[src/rtl/core/pidc_pkg.sv]
// pidc_pkg: shared widths, limits, register codes, state types and saturation
// helper for the clamped pid controller; no dependencies
package pidc_pkg;

  localparam int VALUE_W = 32;
  localparam int STEP_W  = 20;
  localparam int FRAC_W  = 16;
  localparam int LIM_W   = 31;
  localparam int DATA_W  = 32;
  localparam int ADDR_W  = 5;
  localparam int IDX_W   = ADDR_W - 2;

  localparam logic signed [VALUE_W-1:0] VMAX = {1'b0, {(VALUE_W-1){1'b1}}};
  localparam logic signed [VALUE_W-1:0] VMIN = {1'b1, {(VALUE_W-1){1'b0}}};
  localparam logic [LIM_W-1:0] LIMIT_RESET = LIM_W'(65536);

  typedef enum logic [IDX_W-1:0] {
    REG_GAIN_P     = 3'd0,
    REG_GAIN_I     = 3'd1,
    REG_GAIN_D     = 3'd2,
    REG_OUT_LIMIT  = 3'd3,
    REG_INT_LIMIT  = 3'd4
  } cfg_reg_t;

  typedef struct packed {
    logic signed [VALUE_W-1:0] gain_p;
    logic signed [VALUE_W-1:0] gain_i;
    logic signed [VALUE_W-1:0] gain_d;
    logic [LIM_W-1:0]          out_limit;
    logic [LIM_W-1:0]          int_limit;
  } cfg_t;

  typedef struct packed {
    logic go;
    logic step_shift;
  } mul_req_t;

  typedef enum logic [3:0] {
    ST_IDLE,
    ST_ERR,
    ST_INC,
    ST_ACC,
    ST_CLAMP,
    ST_PROP,
    ST_INTG,
    ST_DIFF,
    ST_NUM,
    ST_DIV,
    ST_SUM,
    ST_OUT
  } pidc_state_t;

  typedef enum logic [1:0] {
    DIV_IDLE,
    DIV_CHK,
    DIV_RUN,
    DIV_FIN
  } div_phase_t;

  function automatic logic signed [VALUE_W-1:0] sat_ext(input logic signed [VALUE_W:0] x);
    if (x[VALUE_W] != x[VALUE_W-1]) begin
      return x[VALUE_W] ? VMIN : VMAX;
    end
    return x[VALUE_W-1:0];
  endfunction

endpackage

[src/rtl/core/pidc_if.sv]
// pidc_in_if / pidc_out_if: valid-ready channels for input and result words
// depends on pidc_pkg
interface pidc_in_if;
  logic                               valid;
  logic                               ready;
  logic signed [pidc_pkg::VALUE_W-1:0] target;
  logic signed [pidc_pkg::VALUE_W-1:0] measured;
  logic [pidc_pkg::STEP_W-1:0]         time_step;
  logic                               restart;

  modport source (output valid, output target, output measured, output time_step,
                  output restart, input ready);
  modport sink (input valid, input target, input measured, input time_step,
                input restart, output ready);
endinterface

interface pidc_out_if;
  logic                               valid;
  logic                               ready;
  logic signed [pidc_pkg::VALUE_W-1:0] drive;

  modport source (output valid, output drive, input ready);
  modport sink (input valid, input drive, output ready);
endinterface

[src/rtl/core/pidc_cfg.sv]
// pidc_cfg: apb register file for gains and clamp limits
// depends on pidc_pkg
module pidc_cfg (
  input  logic                          clk,
  input  logic                          rst_n,
  input  logic                          psel,
  input  logic                          penable,
  input  logic                          pwrite,
  input  logic [pidc_pkg::ADDR_W-1:0]   paddr,
  input  logic [pidc_pkg::DATA_W-1:0]   pwdata,
  output logic [pidc_pkg::DATA_W-1:0]   prdata,
  output logic                          pready,
  output pidc_pkg::cfg_t                cfg
);

  pidc_pkg::cfg_t cfg_r;
  pidc_pkg::cfg_reg_t idx;
  logic wr_en;

  assign idx    = pidc_pkg::cfg_reg_t'(paddr[pidc_pkg::ADDR_W-1:2]);
  assign wr_en  = psel && penable && pwrite;
  assign pready = 1'b1;
  assign cfg    = cfg_r;

  always_ff @(posedge clk) begin
    if (!rst_n) begin
      cfg_r.gain_p    <= '0;
      cfg_r.gain_i    <= '0;
      cfg_r.gain_d    <= '0;
      cfg_r.out_limit <= pidc_pkg::LIMIT_RESET;
      cfg_r.int_limit <= pidc_pkg::LIMIT_RESET;
    end else if (wr_en) begin
      unique case (idx)
        pidc_pkg::REG_GAIN_P: cfg_r.gain_p <= pwdata[pidc_pkg::VALUE_W-1:0];
        pidc_pkg::REG_GAIN_I: cfg_r.gain_i <= pwdata[pidc_pkg::VALUE_W-1:0];
        pidc_pkg::REG_GAIN_D: cfg_r.gain_d <= pwdata[pidc_pkg::VALUE_W-1:0];
        pidc_pkg::REG_OUT_LIMIT: begin
          // zero limit is ignored
          if (pwdata[pidc_pkg::LIM_W-1:0] != '0) begin
            cfg_r.out_limit <= pwdata[pidc_pkg::LIM_W-1:0];
          end
        end
        pidc_pkg::REG_INT_LIMIT: cfg_r.int_limit <= pwdata[pidc_pkg::LIM_W-1:0];
        default: ;
      endcase
    end
  end

  always_comb begin
    unique case (idx)
      pidc_pkg::REG_GAIN_P:    prdata = cfg_r.gain_p;
      pidc_pkg::REG_GAIN_I:    prdata = cfg_r.gain_i;
      pidc_pkg::REG_GAIN_D:    prdata = cfg_r.gain_d;
      pidc_pkg::REG_OUT_LIMIT: prdata = {{(pidc_pkg::DATA_W-pidc_pkg::LIM_W){1'b0}},
                                         cfg_r.out_limit};
      pidc_pkg::REG_INT_LIMIT: prdata = {{(pidc_pkg::DATA_W-pidc_pkg::LIM_W){1'b0}},
                                         cfg_r.int_limit};
      default:                 prdata = '0;
    endcase
  end

endmodule

[src/rtl/core/pidc_mul.sv]
// pidc_mul: shared signed multiplier, registered product then floor shift and saturate
// depends on pidc_pkg; product and result are each registered, and done rises with the result
module pidc_mul (
  input  logic                                clk,
  input  logic                                rst_n,
  input  pidc_pkg::mul_req_t                  req,
  input  logic signed [pidc_pkg::VALUE_W:0]   a,
  input  logic signed [pidc_pkg::VALUE_W:0]   b,
  output logic                                done,
  output logic signed [pidc_pkg::VALUE_W-1:0] res
);

  localparam int PROD_W = 2 * (pidc_pkg::VALUE_W + 1);
  localparam logic signed [PROD_W-1:0] PMAX = PROD_W'(pidc_pkg::VMAX);
  localparam logic signed [PROD_W-1:0] PMIN = PROD_W'(pidc_pkg::VMIN);

  logic signed [PROD_W-1:0] prod_nxt;
  logic signed [PROD_W-1:0] prod_r;
  logic signed [PROD_W-1:0] shifted;
  logic signed [pidc_pkg::VALUE_W-1:0] res_nxt;
  logic signed [pidc_pkg::VALUE_W-1:0] res_r;
  logic step_r;
  logic v1_r;
  logic done_r;

  assign prod_nxt = a * b;
  assign shifted  = step_r ? (prod_r >>> pidc_pkg::STEP_W) : (prod_r >>> pidc_pkg::FRAC_W);

  always_comb begin
    priority if (shifted > PMAX) begin
      res_nxt = pidc_pkg::VMAX;
    end else if (shifted < PMIN) begin
      res_nxt = pidc_pkg::VMIN;
    end else begin
      res_nxt = shifted[pidc_pkg::VALUE_W-1:0];
    end
  end

  always_ff @(posedge clk) begin
    if (!rst_n) begin
      v1_r   <= 1'b0;
      done_r <= 1'b0;
    end else begin
      v1_r   <= req.go;
      done_r <= v1_r;
    end
  end

  always_ff @(posedge clk) begin
    if (req.go) begin
      prod_r <= prod_nxt;
      step_r <= req.step_shift;
    end
    if (v1_r) begin
      res_r <= res_nxt;
    end
  end

  assign done = done_r;
  assign res  = res_r;

endmodule

[src/rtl/core/pidc_div.sv]
// pidc_div: radix-2 restoring divider, floor(|num| * 2^STEP_W / dt) with sign and saturation
// depends on pidc_pkg; one quotient bit per cycle
module pidc_div (
  input  logic                                clk,
  input  logic                                rst_n,
  input  logic                                start,
  input  logic signed [pidc_pkg::VALUE_W-1:0] num,
  input  logic [pidc_pkg::STEP_W-1:0]         dt,
  output logic                                done,
  output logic signed [pidc_pkg::VALUE_W-1:0] quot
);

  localparam int VW    = pidc_pkg::VALUE_W;
  localparam int SW    = pidc_pkg::STEP_W;
  localparam int SH_W  = VW - 1 - SW;
  localparam int CNT_W = $clog2(VW);

  pidc_pkg::div_phase_t phase_r, phase_nxt;
  logic [VW-1:0]    mag_r;
  logic             neg_r;
  logic [SW-1:0]    dt_r;
  logic [SW-1:0]    rem_r;
  logic [VW-1:0]    sh_r;
  logic [CNT_W-1:0] cnt_r;
  logic signed [VW-1:0] quot_r;
  logic             done_r;

  logic             ovf;
  logic [SW:0]      trial;
  logic [SW:0]      diff;
  logic             ge;
  logic [SW-1:0]    rem_nxt;

  assign ovf     = mag_r >= {1'b0, dt_r, {SH_W{1'b0}}};
  assign trial   = {rem_r, sh_r[VW-1]};
  assign ge      = trial >= {1'b0, dt_r};
  assign diff    = trial - {1'b0, dt_r};
  assign rem_nxt = ge ? diff[SW-1:0] : trial[SW-1:0];

  always_comb begin
    phase_nxt = phase_r;
    unique case (phase_r)
      pidc_pkg::DIV_IDLE: if (start) phase_nxt = pidc_pkg::DIV_CHK;
      pidc_pkg::DIV_CHK:  phase_nxt = ovf ? pidc_pkg::DIV_IDLE : pidc_pkg::DIV_RUN;
      pidc_pkg::DIV_RUN:  if (cnt_r == '0) phase_nxt = pidc_pkg::DIV_FIN;
      pidc_pkg::DIV_FIN:  phase_nxt = pidc_pkg::DIV_IDLE;
      default:            phase_nxt = pidc_pkg::DIV_IDLE;
    endcase
  end

  always_ff @(posedge clk) begin
    if (!rst_n) begin
      phase_r <= pidc_pkg::DIV_IDLE;
      done_r  <= 1'b0;
    end else begin
      phase_r <= phase_nxt;
      done_r  <= ((phase_r == pidc_pkg::DIV_CHK) && ovf) || (phase_r == pidc_pkg::DIV_FIN);
    end
  end

  always_ff @(posedge clk) begin
    unique case (phase_r)
      pidc_pkg::DIV_IDLE: begin
        if (start) begin
          mag_r <= num[VW-1] ? (~num + 1'b1) : num;
          neg_r <= num[VW-1];
          dt_r  <= dt;
        end
      end
      pidc_pkg::DIV_CHK: begin
        if (ovf) begin
          quot_r <= neg_r ? pidc_pkg::VMIN : pidc_pkg::VMAX;
        end
        // upper quotient bits are zero here, so the upper dividend is the remainder
        rem_r <= mag_r[VW-1:VW-SW];
        sh_r  <= {mag_r[VW-SW-1:0], {SW{1'b0}}};
        cnt_r <= CNT_W'(VW - 1);
      end
      pidc_pkg::DIV_RUN: begin
        rem_r <= rem_nxt;
        sh_r  <= {sh_r[VW-2:0], ge};
        cnt_r <= cnt_r - 1'b1;
      end
      pidc_pkg::DIV_FIN: begin
        quot_r <= neg_r ? -$signed(sh_r) : $signed(sh_r);
      end
      default: ;
    endcase
  end

  assign done = done_r;
  assign quot = quot_r;

endmodule

[src/rtl/core/pid_controller_clamped_unit.sv]
// pid_controller_clamped_unit: clamped pid step under a sequencer with one shared
// multiplier (product and result registered) and one radix-2 restoring divider
// the divider runs only with nonzero time step and stops early when the derivative
// saturates at once; with zero time step the integral increment and derivative are skipped
// input is taken the cycle after the result loads, so only one word is in flight at a time
// reset clears integral and previous error, gains to zero, both limits to 1.0
module pid_controller_clamped_unit (
  input  logic                        clk,
  input  logic                        rst_n,
  pidc_in_if.sink                     in_ch,
  pidc_out_if.source                  out_ch,
  input  logic                        psel,
  input  logic                        penable,
  input  logic                        pwrite,
  input  logic [pidc_pkg::ADDR_W-1:0] paddr,
  input  logic [pidc_pkg::DATA_W-1:0] pwdata,
  output logic [pidc_pkg::DATA_W-1:0] prdata,
  output logic                        pready
);

  localparam int VW = pidc_pkg::VALUE_W;

  function automatic logic signed [VW-1:0] clamp_mag(input logic signed [VW-1:0] x,
                                                     input logic [pidc_pkg::LIM_W-1:0] lim);
    logic signed [VW:0] xe;
    logic signed [VW:0] hi;
    logic signed [VW:0] lo;
    xe = {x[VW-1], x};
    hi = $signed({{(VW+1-pidc_pkg::LIM_W){1'b0}}, lim});
    lo = -hi;
    priority if (xe > hi) begin
      return hi[VW-1:0];
    end else if (xe < lo) begin
      return lo[VW-1:0];
    end else begin
      return x;
    end
  endfunction

  pidc_pkg::cfg_t cfg;
  pidc_pkg::pidc_state_t state_r, state_nxt;

  pidc_pkg::mul_req_t mul_req;
  logic signed [VW:0] mul_a, mul_b;
  logic               mul_done;
  logic signed [VW-1:0] mul_res;
  logic               div_go;
  logic               div_done;
  logic signed [VW-1:0] div_res;

  logic signed [VW-1:0] tgt_r, meas_r;
  logic [pidc_pkg::STEP_W-1:0] dt_r;
  logic signed [VW-1:0] err_r, integ_r, last_r, term_r, pi_r, d_r, total_r, drive_r;
  logic wait_r;
  logic out_valid_r;
  logic in_ready;
  logic out_free;
  logic accept;

  pidc_cfg u_cfg (
    .clk     (clk),
    .rst_n   (rst_n),
    .psel    (psel),
    .penable (penable),
    .pwrite  (pwrite),
    .paddr   (paddr),
    .pwdata  (pwdata),
    .prdata  (prdata),
    .pready  (pready),
    .cfg     (cfg)
  );

  pidc_mul u_mul (
    .clk   (clk),
    .rst_n (rst_n),
    .req   (mul_req),
    .a     (mul_a),
    .b     (mul_b),
    .done  (mul_done),
    .res   (mul_res)
  );

  pidc_div u_div (
    .clk   (clk),
    .rst_n (rst_n),
    .start (div_go),
    .num   (term_r),
    .dt    (dt_r),
    .done  (div_done),
    .quot  (div_res)
  );

  assign accept   = in_ch.valid && in_ready;
  assign out_free = !out_valid_r || out_ch.ready;

  // control outputs
  always_comb begin
    in_ready           = (state_r == pidc_pkg::ST_IDLE);
    mul_req.go         = 1'b0;
    mul_req.step_shift = 1'b0;
    mul_a              = {err_r[VW-1], err_r};
    mul_b              = {err_r[VW-1], err_r};
    div_go             = 1'b0;
    unique case (state_r)
      pidc_pkg::ST_INC: begin
        mul_req.go         = !wait_r;
        mul_req.step_shift = 1'b1;
        mul_b              = {{(VW+1-pidc_pkg::STEP_W){1'b0}}, dt_r};
      end
      pidc_pkg::ST_PROP: begin
        mul_req.go = !wait_r;
        mul_a      = {cfg.gain_p[VW-1], cfg.gain_p};
      end
      pidc_pkg::ST_INTG: begin
        mul_req.go = !wait_r;
        mul_a      = {cfg.gain_i[VW-1], cfg.gain_i};
        mul_b      = {integ_r[VW-1], integ_r};
      end
      pidc_pkg::ST_NUM: begin
        mul_req.go = !wait_r;
        mul_a      = {cfg.gain_d[VW-1], cfg.gain_d};
        mul_b      = {term_r[VW-1], term_r};
      end
      pidc_pkg::ST_DIV: div_go = !wait_r;
      default: ;
    endcase
  end

  // next state
  always_comb begin
    state_nxt = state_r;
    unique case (state_r)
      pidc_pkg::ST_IDLE:  if (accept) state_nxt = pidc_pkg::ST_ERR;
      pidc_pkg::ST_ERR:   state_nxt = (dt_r != '0) ? pidc_pkg::ST_INC : pidc_pkg::ST_CLAMP;
      pidc_pkg::ST_INC:   if (mul_done) state_nxt = pidc_pkg::ST_ACC;
      pidc_pkg::ST_ACC:   state_nxt = pidc_pkg::ST_CLAMP;
      pidc_pkg::ST_CLAMP: state_nxt = pidc_pkg::ST_PROP;
      pidc_pkg::ST_PROP:  if (mul_done) state_nxt = pidc_pkg::ST_INTG;
      pidc_pkg::ST_INTG: begin
        if (mul_done) state_nxt = (dt_r != '0) ? pidc_pkg::ST_DIFF : pidc_pkg::ST_SUM;
      end
      pidc_pkg::ST_DIFF:  state_nxt = pidc_pkg::ST_NUM;
      pidc_pkg::ST_NUM:   if (mul_done) state_nxt = pidc_pkg::ST_DIV;
      pidc_pkg::ST_DIV:   if (div_done) state_nxt = pidc_pkg::ST_SUM;
      pidc_pkg::ST_SUM:   state_nxt = pidc_pkg::ST_OUT;
      pidc_pkg::ST_OUT:   if (out_free) state_nxt = pidc_pkg::ST_IDLE;
      default:            state_nxt = pidc_pkg::ST_IDLE;
    endcase
  end

  always_ff @(posedge clk) begin
    if (!rst_n) begin
      state_r     <= pidc_pkg::ST_IDLE;
      wait_r      <= 1'b0;
      out_valid_r <= 1'b0;
      integ_r     <= '0;
      last_r      <= '0;
    end else begin
      state_r <= state_nxt;
      if (mul_req.go || div_go) begin
        wait_r <= 1'b1;
      end else if (mul_done || div_done) begin
        wait_r <= 1'b0;
      end
      if ((state_r == pidc_pkg::ST_OUT) && out_free) begin
        out_valid_r <= 1'b1;
        last_r      <= err_r;
      end else if (out_ch.ready) begin
        out_valid_r <= 1'b0;
      end
      if (accept && in_ch.restart) begin
        integ_r <= '0;
        last_r  <= '0;
      end
      if (state_r == pidc_pkg::ST_ACC) begin
        integ_r <= pidc_pkg::sat_ext({integ_r[VW-1], integ_r} + {term_r[VW-1], term_r});
      end
      if (state_r == pidc_pkg::ST_CLAMP) begin
        integ_r <= clamp_mag(integ_r, cfg.int_limit);
      end
    end
  end

  // datapath words
  always_ff @(posedge clk) begin
    if (accept) begin
      tgt_r  <= in_ch.target;
      meas_r <= in_ch.measured;
      dt_r   <= in_ch.time_step;
    end
    unique case (state_r)
      pidc_pkg::ST_ERR: begin
        err_r <= pidc_pkg::sat_ext({tgt_r[VW-1], tgt_r} - {meas_r[VW-1], meas_r});
        d_r   <= '0;
      end
      pidc_pkg::ST_INC:  if (mul_done) term_r <= mul_res;
      pidc_pkg::ST_PROP: if (mul_done) term_r <= mul_res;
      pidc_pkg::ST_INTG: begin
        if (mul_done) begin
          pi_r <= pidc_pkg::sat_ext({term_r[VW-1], term_r} + {mul_res[VW-1], mul_res});
        end
      end
      pidc_pkg::ST_DIFF: begin
        term_r <= pidc_pkg::sat_ext({err_r[VW-1], err_r} - {last_r[VW-1], last_r});
      end
      pidc_pkg::ST_NUM:  if (mul_done) term_r <= mul_res;
      pidc_pkg::ST_DIV:  if (div_done) d_r <= div_res;
      pidc_pkg::ST_SUM: begin
        total_r <= pidc_pkg::sat_ext({pi_r[VW-1], pi_r} + {d_r[VW-1], d_r});
      end
      pidc_pkg::ST_OUT:  if (out_free) drive_r <= clamp_mag(total_r, cfg.out_limit);
      default: ;
    endcase
  end

  assign in_ch.ready  = in_ready;
  assign out_ch.valid = out_valid_r;
  assign out_ch.drive = drive_r;

endmodule

[src/flat_wrapper.sv]
// flat-port wrapper written by rule: the top's interface ports become plain ports
module pid_controller_clamped_unit_flat 
  (clk, rst_n, psel, penable, pwrite, paddr, pwdata, prdata, pready, in_ch_valid, in_ch_target, in_ch_measured, in_ch_time_step, in_ch_restart, in_ch_ready, out_ch_valid, out_ch_drive, out_ch_ready);
  pidc_in_if in_ch_i ();
  pidc_out_if out_ch_i ();
  input  logic clk;
  input  logic rst_n;
  input  logic psel;
  input  logic penable;
  input  logic pwrite;
  input  logic [pidc_pkg::ADDR_W-1:0] paddr;
  input  logic [pidc_pkg::DATA_W-1:0] pwdata;
  output logic [pidc_pkg::DATA_W-1:0] prdata;
  output logic pready;
  input wire logic [$bits(in_ch_i.valid)-1:0] in_ch_valid;
  input wire logic [$bits(in_ch_i.target)-1:0] in_ch_target;
  input wire logic [$bits(in_ch_i.measured)-1:0] in_ch_measured;
  input wire logic [$bits(in_ch_i.time_step)-1:0] in_ch_time_step;
  input wire logic [$bits(in_ch_i.restart)-1:0] in_ch_restart;
  output wire logic [$bits(in_ch_i.ready)-1:0] in_ch_ready;
  output wire logic [$bits(out_ch_i.valid)-1:0] out_ch_valid;
  output wire logic [$bits(out_ch_i.drive)-1:0] out_ch_drive;
  input wire logic [$bits(out_ch_i.ready)-1:0] out_ch_ready;
  assign in_ch_i.valid = in_ch_valid;
  assign in_ch_i.target = in_ch_target;
  assign in_ch_i.measured = in_ch_measured;
  assign in_ch_i.time_step = in_ch_time_step;
  assign in_ch_i.restart = in_ch_restart;
  assign in_ch_ready = in_ch_i.ready;
  assign out_ch_valid = out_ch_i.valid;
  assign out_ch_drive = out_ch_i.drive;
  assign out_ch_i.ready = out_ch_ready;
  pid_controller_clamped_unit u_core (.clk(clk), .rst_n(rst_n), .in_ch(in_ch_i), .out_ch(out_ch_i), .psel(psel), .penable(penable), .pwrite(pwrite), .paddr(paddr), .pwdata(pwdata), .prdata(prdata), .pready(pready));
endmodule
[config.mk]
export PLATFORM = sky130hd
export DESIGN_NAME = pid_controller_clamped_unit_flat
export DESIGN_NICKNAME = d
export VERILOG_FILES = /design/src/rtl/core/pidc_pkg.sv /design/src/rtl/core/pidc_if.sv /design/src/rtl/core/pidc_cfg.sv /design/src/rtl/core/pidc_mul.sv /design/src/rtl/core/pidc_div.sv /design/src/rtl/core/pid_controller_clamped_unit.sv /design/src/flat_wrapper.sv
export SDC_FILE = /design/constraint.sdc
export NUM_CORES = 2
export LEC_CHECK = 0
export ABC_CLOCK_PERIOD_IN_PS = 21000
export BUFFER_PORTS_ARGS = -buffer_cell sky130_fd_sc_hd__buf_2
export CELL_PAD_IN_SITES_DETAIL_PLACEMENT = 1
export CELL_PAD_IN_SITES_GLOBAL_PLACEMENT = 2
export CORE_UTILIZATION = 45
export DETAILED_ROUTE_END_ITERATION = 7
export GPL_TIMING_DRIVEN = 0
export HOLD_SLACK_MARGIN = 0.05
export PLACE_DENSITY_LB_ADDON = 0.1
export SYNTH_ARGS = -nofsm -noshare
export SYNTH_HDL_FRONTEND = slang
export SYNTH_SLANG_ARGS = --single-unit
export TNS_END_PERCENT = 1
[constraint.sdc]
create_clock -name clk -period 21 [get_ports clk]
set_clock_uncertainty 0.15 [all_clocks]
set_input_delay 2.1 -clock clk [delete_from_list [all_inputs] [get_ports clk]]
set_output_delay 2.1 -clock clk [all_outputs]
set_load 0.02 [all_outputs]
; ---- After elaboration in Yosys (flattened, before gate mapping)
; Cells that the tools add are included.
[op_classes]
mul = 1
mux = 73
eq_ne = 35
order_cmp = 8
n_addsub = 11
bitwise_logic = 2
reduce_logical = 42
[op_table]
columns = operator, count
row1 = $mux W32, 27
row2 = $pmux W32 S2, 4
row3 = $pmux W33 S3, 2
row4 = $pmux W32 S5, 1
row5 = $add A32 B32 Y33, 3
row6 = $lt A32 B33 Y1, 2
row7 = $mul A33 B33 Y66, 1
row8 = $neg A31 Y33, 2
row9 = $sub A32 B32 Y33, 2
row10 = $gt A32 B32 Y1, 2
row11 = $mux W31, 2
row12 = $gt A50 B32 Y1 const B, 1
row13 = $lt A50 B32 Y1 const B, 1
row14 = $mux W49, 1
row15 = $pmux W4 S12, 1
row16 = $pmux W20 S2, 1
row17 = $add A32 B1 Y32 const B, 1
row18 = $ge A32 B31 Y1, 1
row19 = $mux W4, 8
row20 = $neg A32 Y32, 1
row21 = $not A32 Y32, 1
row22 = $reduce_bool A31 Y1, 1
row23 = $reduce_and A2 Y1, 12
row24 = $ge A21 B20 Y1, 1
row25 = other kinds (37), 93
[totals]
out_inout_bits = 67
regBits = 750
input_bits = 129
word_cells = 207

; ---- Depth between registers and ports, before layout
[depth]
word_depth = 8
mapped_depth = 37
ltp_nobuf = 32

; ---- Hierarchy
; Synthesis repeated with hierarchy kept, for this count alone.
[unflattened]
cells_unflattened = 8951
hier_area_um2 = 84264.6
[modules_own_cells]
columns = module, instances, seq_area_each_um2, area_each_um2, cells_per_inst
row1 = pidc_mul, 1, 2532.4, 41068.1, 4229
row2 = pid_controller_clamped_unit, 1, 9689.3, 27410.0, 3047
row3 = pidc_div, 1, 4324.1, 8531.9, 809
row4 = pidc_cfg, 1, 3163.0, 7254.5, 866

; ---- Least setup slack after synthesis
; No wires, ideal clock.
[synth_timing]
path_type = register to register
from = register u_core.state_r[1]
to = register u_core.u_mul.prod_r[65], data pin
setup_time_ns = 0.260
arrival_ns = 9.465
setup_slack_ns = 11.125
path_buffers = 6
path_stages_with_launch = 33
synth_period_minus_slack_ns = 9.875
t_required_ns = 20.590
cell_sequence = dfxtp_1 buf_2 nor4b_4 clkbuf_1 clkbuf_1 buf_1 nand2_1 nand3_1 clkbuf_1 nand2_1 inv_1 fa_1 fa_1 fa_1 fa_1 fa_1 fa_1 fa_1 inv_1 fa_1 inv_1 ha_1 clkbuf_1 a21o_1 a21o_1 a21oi_1 o21ai_0 a221o_1 a21o_1 a221o_1 o21a_1 nor2_1 xnor2_1
[synth_via]
elab_chain_len = 3
elab_cells_between_ends = 7
cone_classes = mul (1) / eq/ne (4) / mux (2)
[synth_rtl]
columns = element, line_no
row1 = from (decl), pid_controller_clamped_unit.sv:41  ; pidc_pkg::pidc_state_t state_r, state_nxt;
row2 = from (signal assigned), pid_controller_clamped_unit.sv:153  ; state_r <= pidc_pkg::ST_IDLE;
row3 = from (signal assigned), pid_controller_clamped_unit.sv:159  ; state_r <= state_nxt;
row4 = $eq A4 B4 Y1 (tied with other cells), pid_controller_clamped_unit.sv:104  ; unique case (state_r)
row5 = $pmux W33 S3, pid_controller_clamped_unit.sv:104
row6 = $mul A33 B33 Y66 (*), pidc_mul.sv:26  ; assign prod_nxt = a * b;
row7 = net u_core.u_mul.prod_nxt[65], pidc_mul.sv:17  ; logic signed [PROD_W-1:0] prod_nxt;
row8 = to (signal assigned), pidc_mul.sv:51  ; prod_r <= prod_nxt;
row9 = to (decl), pidc_mul.sv:18  ; logic signed [PROD_W-1:0] prod_r;
; The timed path passes the listed nets; every way through them passes the cells marked *.
; A chain may end at the register's enable or synchronous reset.

; ---- Worst setup path after layout
; Ends and elaborated chain as after synthesis.

==> run summary <==
Result of the run: complete, but fails checks
Violated checks: capacitance limit, slew limit
Routed Antenna Nets: 0
Maximum level of the CTS H-tree: 3
Number of enable-type register cells in the synthesized netlist: 501
Worst min path class: register to register
Initial detailed-routing violation count: 5698
Ys async rst share: 0%
Overall overflow remaining after global route: 0
Cell occurring most often along the worst timing path: sky130_fd_sc_hd__fa_1
Yosys cell types: 112
Kind of start point of the critical path: register
Count of nets after finishing: 11.2k
Number of storage elements in the synthesis netlist: 734
Final TNS setup: 0 ps
Slew @ Worst Pin: 1610 ps
Final routed wire length divided by cell count: 30.4 um
Mean instance size in the synthesized netlist: 9.15 sq um
Final critical-path share of the clock period: 63.8%
Endpoint required time on the critical path: 21360 ps
Post-detailed-routing wire length: 363000 um
Final GP Congestion: 1.00
Most used flip-flop cell after synthesis: sky130_fd_sc_hd__edfxtp_1
Die extent in y: 432 um
Clock tree from TritonCTS: yes
Critical-path maximum fanout: 11
Critical path capture point type: register
Total Die Area: 0.187 sq mm
Setup Buffers After CTS: 0
Synth-to-layout area growth: 8.59%
Total via count after detailed routing: 70.9k
Fraction of final layout cells with drive strength greater than 1: 5.11%
Clock slew seen by the registers of the worst setup and hold paths: 70 ps
Floorplan core area: 0.183 sq mm
Min cycle time layout: 13400 ps
Antenna violations before repair: 18
Cell with the largest stage delay on the worst path: sky130_fd_sc_hd__fa_1
Starting density of the core: 45.4%
Number of clock buffers inserted by TritonCTS: 84
Critical Path AT: 13760 ps
Count of hold-fix buffers inserted at cts: 0
Endpoints failing setup: 0
Maximum clock frequency: 0.0746 GHz
Post-CTS sizing: 0
Critical setup path kind: register to register
Number of instances in the synthesized netlist: 9099
Number of warnings issued by yosys: 0
Max-Cap Viols: 2
Number of global-route vias before repair: 75.2k
Aggregate global-route resource usage: 38.9%
Largest net degree at the start of global routing: 72
Synthesized netlist net count: 10.9k
Fraction of the yosys area taken by sequential cells: 23.7%
Wire length of the first global-routing pass: 519000 um
Number of port buffers: 190
TritonRoute pass-1 iters: 6
X dimension of the die: 432 um
Number of failing hold endpoints at the final stage: 0
Row cnt: 157
Post-DP HPWL: 302000 um
Setup repair after global routing missed its margin: no
Post-Synthesis Cell Area: 0.0833 sq mm
Max stage delay on crit path: 820 ps
Drt drc: 0
Slew headroom: -7.52%
Max clock buf depth: 3
Clk Tree Root Cell: sky130_fd_sc_hd__clkbuf_16
Clock latency at the later pin of the worst-skew pair: 780 ps
Number of slew-limit violations in the final report: 15
Boundary pin count: 196
CTS sink count: 734
Average via count per standard cell: 5.94
## cells in the final DEF, fill, tap and decap left out, types with 86 or more instances in the layout
cell / n
sky130_fd_sc_hd__dfxtp_1: 232
sky130_fd_sc_hd__a21oi_1: 508
sky130_fd_sc_hd__buf_2: 206
sky130_fd_sc_hd__edfxtp_1: 501
sky130_fd_sc_hd__fa_1: 1127
sky130_fd_sc_hd__ha_1: 546
sky130_fd_sc_hd__inv_1: 1332
sky130_fd_sc_hd__o21ai_0: 286
sky130_fd_sc_hd__xnor2_1: 262
sky130_fd_sc_hd__nand4_1: 93
sky130_fd_sc_hd__nor3_1: 92
sky130_fd_sc_hd__a21o_1: 171
sky130_fd_sc_hd__nand3_1: 102
sky130_fd_sc_hd__a22oi_1: 86
sky130_fd_sc_hd__nand2_1: 1242
sky130_fd_sc_hd__clkbuf_1: 437
sky130_fd_sc_hd__nor2_1: 827
## metal layers
metal | GRT usage [%] | up-vias | wire, um
met5 | 0 | - | 113
met4 | 29.7 | 16 | 33000
met3 | 6.38 | 958 | 23900
met2 | 63.3 | 2772 | 169000
met1 | 46.1 | 36447 | 137000
li1 | - | 30672 | -
## layout make-up
class / instances / area, sq um
multi-input cells: 6563 / 56800
diodes: 6 / 15.0
inverters: 1334 / 5010
clock inverters: 49 / 482
plain buffers: 468 / 1790
clock buffers: 108 / 2310
repair buffers: 205 / 1180
flip-flops and latches: 734 / 19700
well taps: 2464 / 3080
fillers: 21411 / 93100
## worst paths after layout
| path | slack (ps) | endpoint | from | cells past startpoint |
|---|---|---|---|---|
| worst max-delay path | 7600 | u_core.u_mul.prod_r[65] | u_core.state_r[1] | 34 |
| worst min-delay path | 310 | u_core.last_r[14] | u_core.last_r[14] | 2 |
| worst max register to register | 7600 | u_core.u_mul.prod_r[65] | u_core.state_r[1] | 34 |
| worst min register to register | 310 | u_core.last_r[14] | u_core.last_r[14] | 2 |
## synth_stat cells (58+ instances only)
| cell type | instances | share of area, % |
|---|---|---|
| sky130_fd_sc_hd__inv_1 | 1332 | 6.0 |
| sky130_fd_sc_hd__nand2_1 | 1242 | 5.6 |
| sky130_fd_sc_hd__fa_1 | 1128 | 27 |
| sky130_fd_sc_hd__nor2_1 | 830 | 3.7 |
| sky130_fd_sc_hd__ha_1 | 547 | 8.2 |
| sky130_fd_sc_hd__a21oi_1 | 508 | 3.1 |
| sky130_fd_sc_hd__edfxtp_1 | 501 | 18 |
| sky130_fd_sc_hd__clkbuf_1 | 424 | 1.9 |
| sky130_fd_sc_hd__o21ai_0 | 287 | 1.7 |
| sky130_fd_sc_hd__xnor2_1 | 262 | 2.8 |
| sky130_fd_sc_hd__dfxtp_1 | 233 | 5.6 |
| sky130_fd_sc_hd__a21o_1 | 172 | 1.6 |
| sky130_fd_sc_hd__nand3_1 | 102 | 0.61 |
| sky130_fd_sc_hd__nand4_1 | 93 | 0.70 |
| sky130_fd_sc_hd__nor3_1 | 93 | 0.56 |
| sky130_fd_sc_hd__a22oi_1 | 86 | 0.78 |
| sky130_fd_sc_hd__mux2i_1 | 82 | 0.99 |
| sky130_fd_sc_hd__and3_1 | 77 | 0.58 |
| sky130_fd_sc_hd__nand2b_1 | 69 | 0.52 |
| sky130_fd_sc_hd__xor2_1 | 58 | 0.61 |
## cell families (layout without fill, tap and decap cells)
kind of cell             Yosys count  in the layout  share of synthesized area (%)
AO/OA/AOI/OAI                   1580           1580                           12.3
XOR/XNOR                         321            321                           3.39
adder cells (fa/ha/maj)         1724           1724                           35.9
buffers and inverters           1802           2164                           8.16
flip-flops                       734            734                           23.7
multiplexers                     125            125                           1.58
other                              1              7                        0.00450
AND/OR/NAND/NOR                 2812           2812                           15.0
## sequential cells by signal, summed over array words and instances (netlist names), 5 cells and up, named ones only
signal,cells
u_core.d_r,32
u_core.dt_r,20
u_core.err_r,32
u_core.integ_r,32
u_core.last_r,32
u_core.meas_r,32
u_core.out_ch.drive,32
u_core.pi_r,32
u_core.term_r,32
u_core.tgt_r,32
u_core.total_r,32
u_core.u_cfg.cfg,158
u_core.u_div.cnt_r,5
u_core.u_div.dt_r,20
u_core.u_div.mag_r,32
u_core.u_div.quot,32
u_core.u_div.rem_r,20
u_core.u_div.sh_r,32
u_core.u_mul.prod_r,50
u_core.u_mul.res,32
## critical path, delay by kind of cell (launching register included)
kind / cells / cell delay (ps)
flops: 1 / 300
compound gates: 9 / 2590
simple gates: 5 / 1730
xor+xnor: 1 / 110
buf+inv: 10 / 3260
fa+ha+maj: 9 / 4930
## metrics by stage
| step | setup slack (ps) | hold WS (ps) | cells | area [sq um] | util [%] |
|---|---|---|---|---|---|
| finish | 7600 | 306 | 11931 | 90400 | 49.3 |
| global route | 7200 | 333 | 11926 | 90400 | 49.3 |
| CTS | 7730 | 307 | 11925 | 90400 | 49.3 |
| detailed placement | 7810 | 297 | 11768 | 87600 | 47.7 |
| global placement | 7800 | 293 | 11753 | 87300 | 47.6 |
| floorplan | 11130 | 286 | 9099 | 83300 | - |
Power is not shown: default switching activity piles up to over one toggle a cycle in this logic, so the estimate is an artifact.
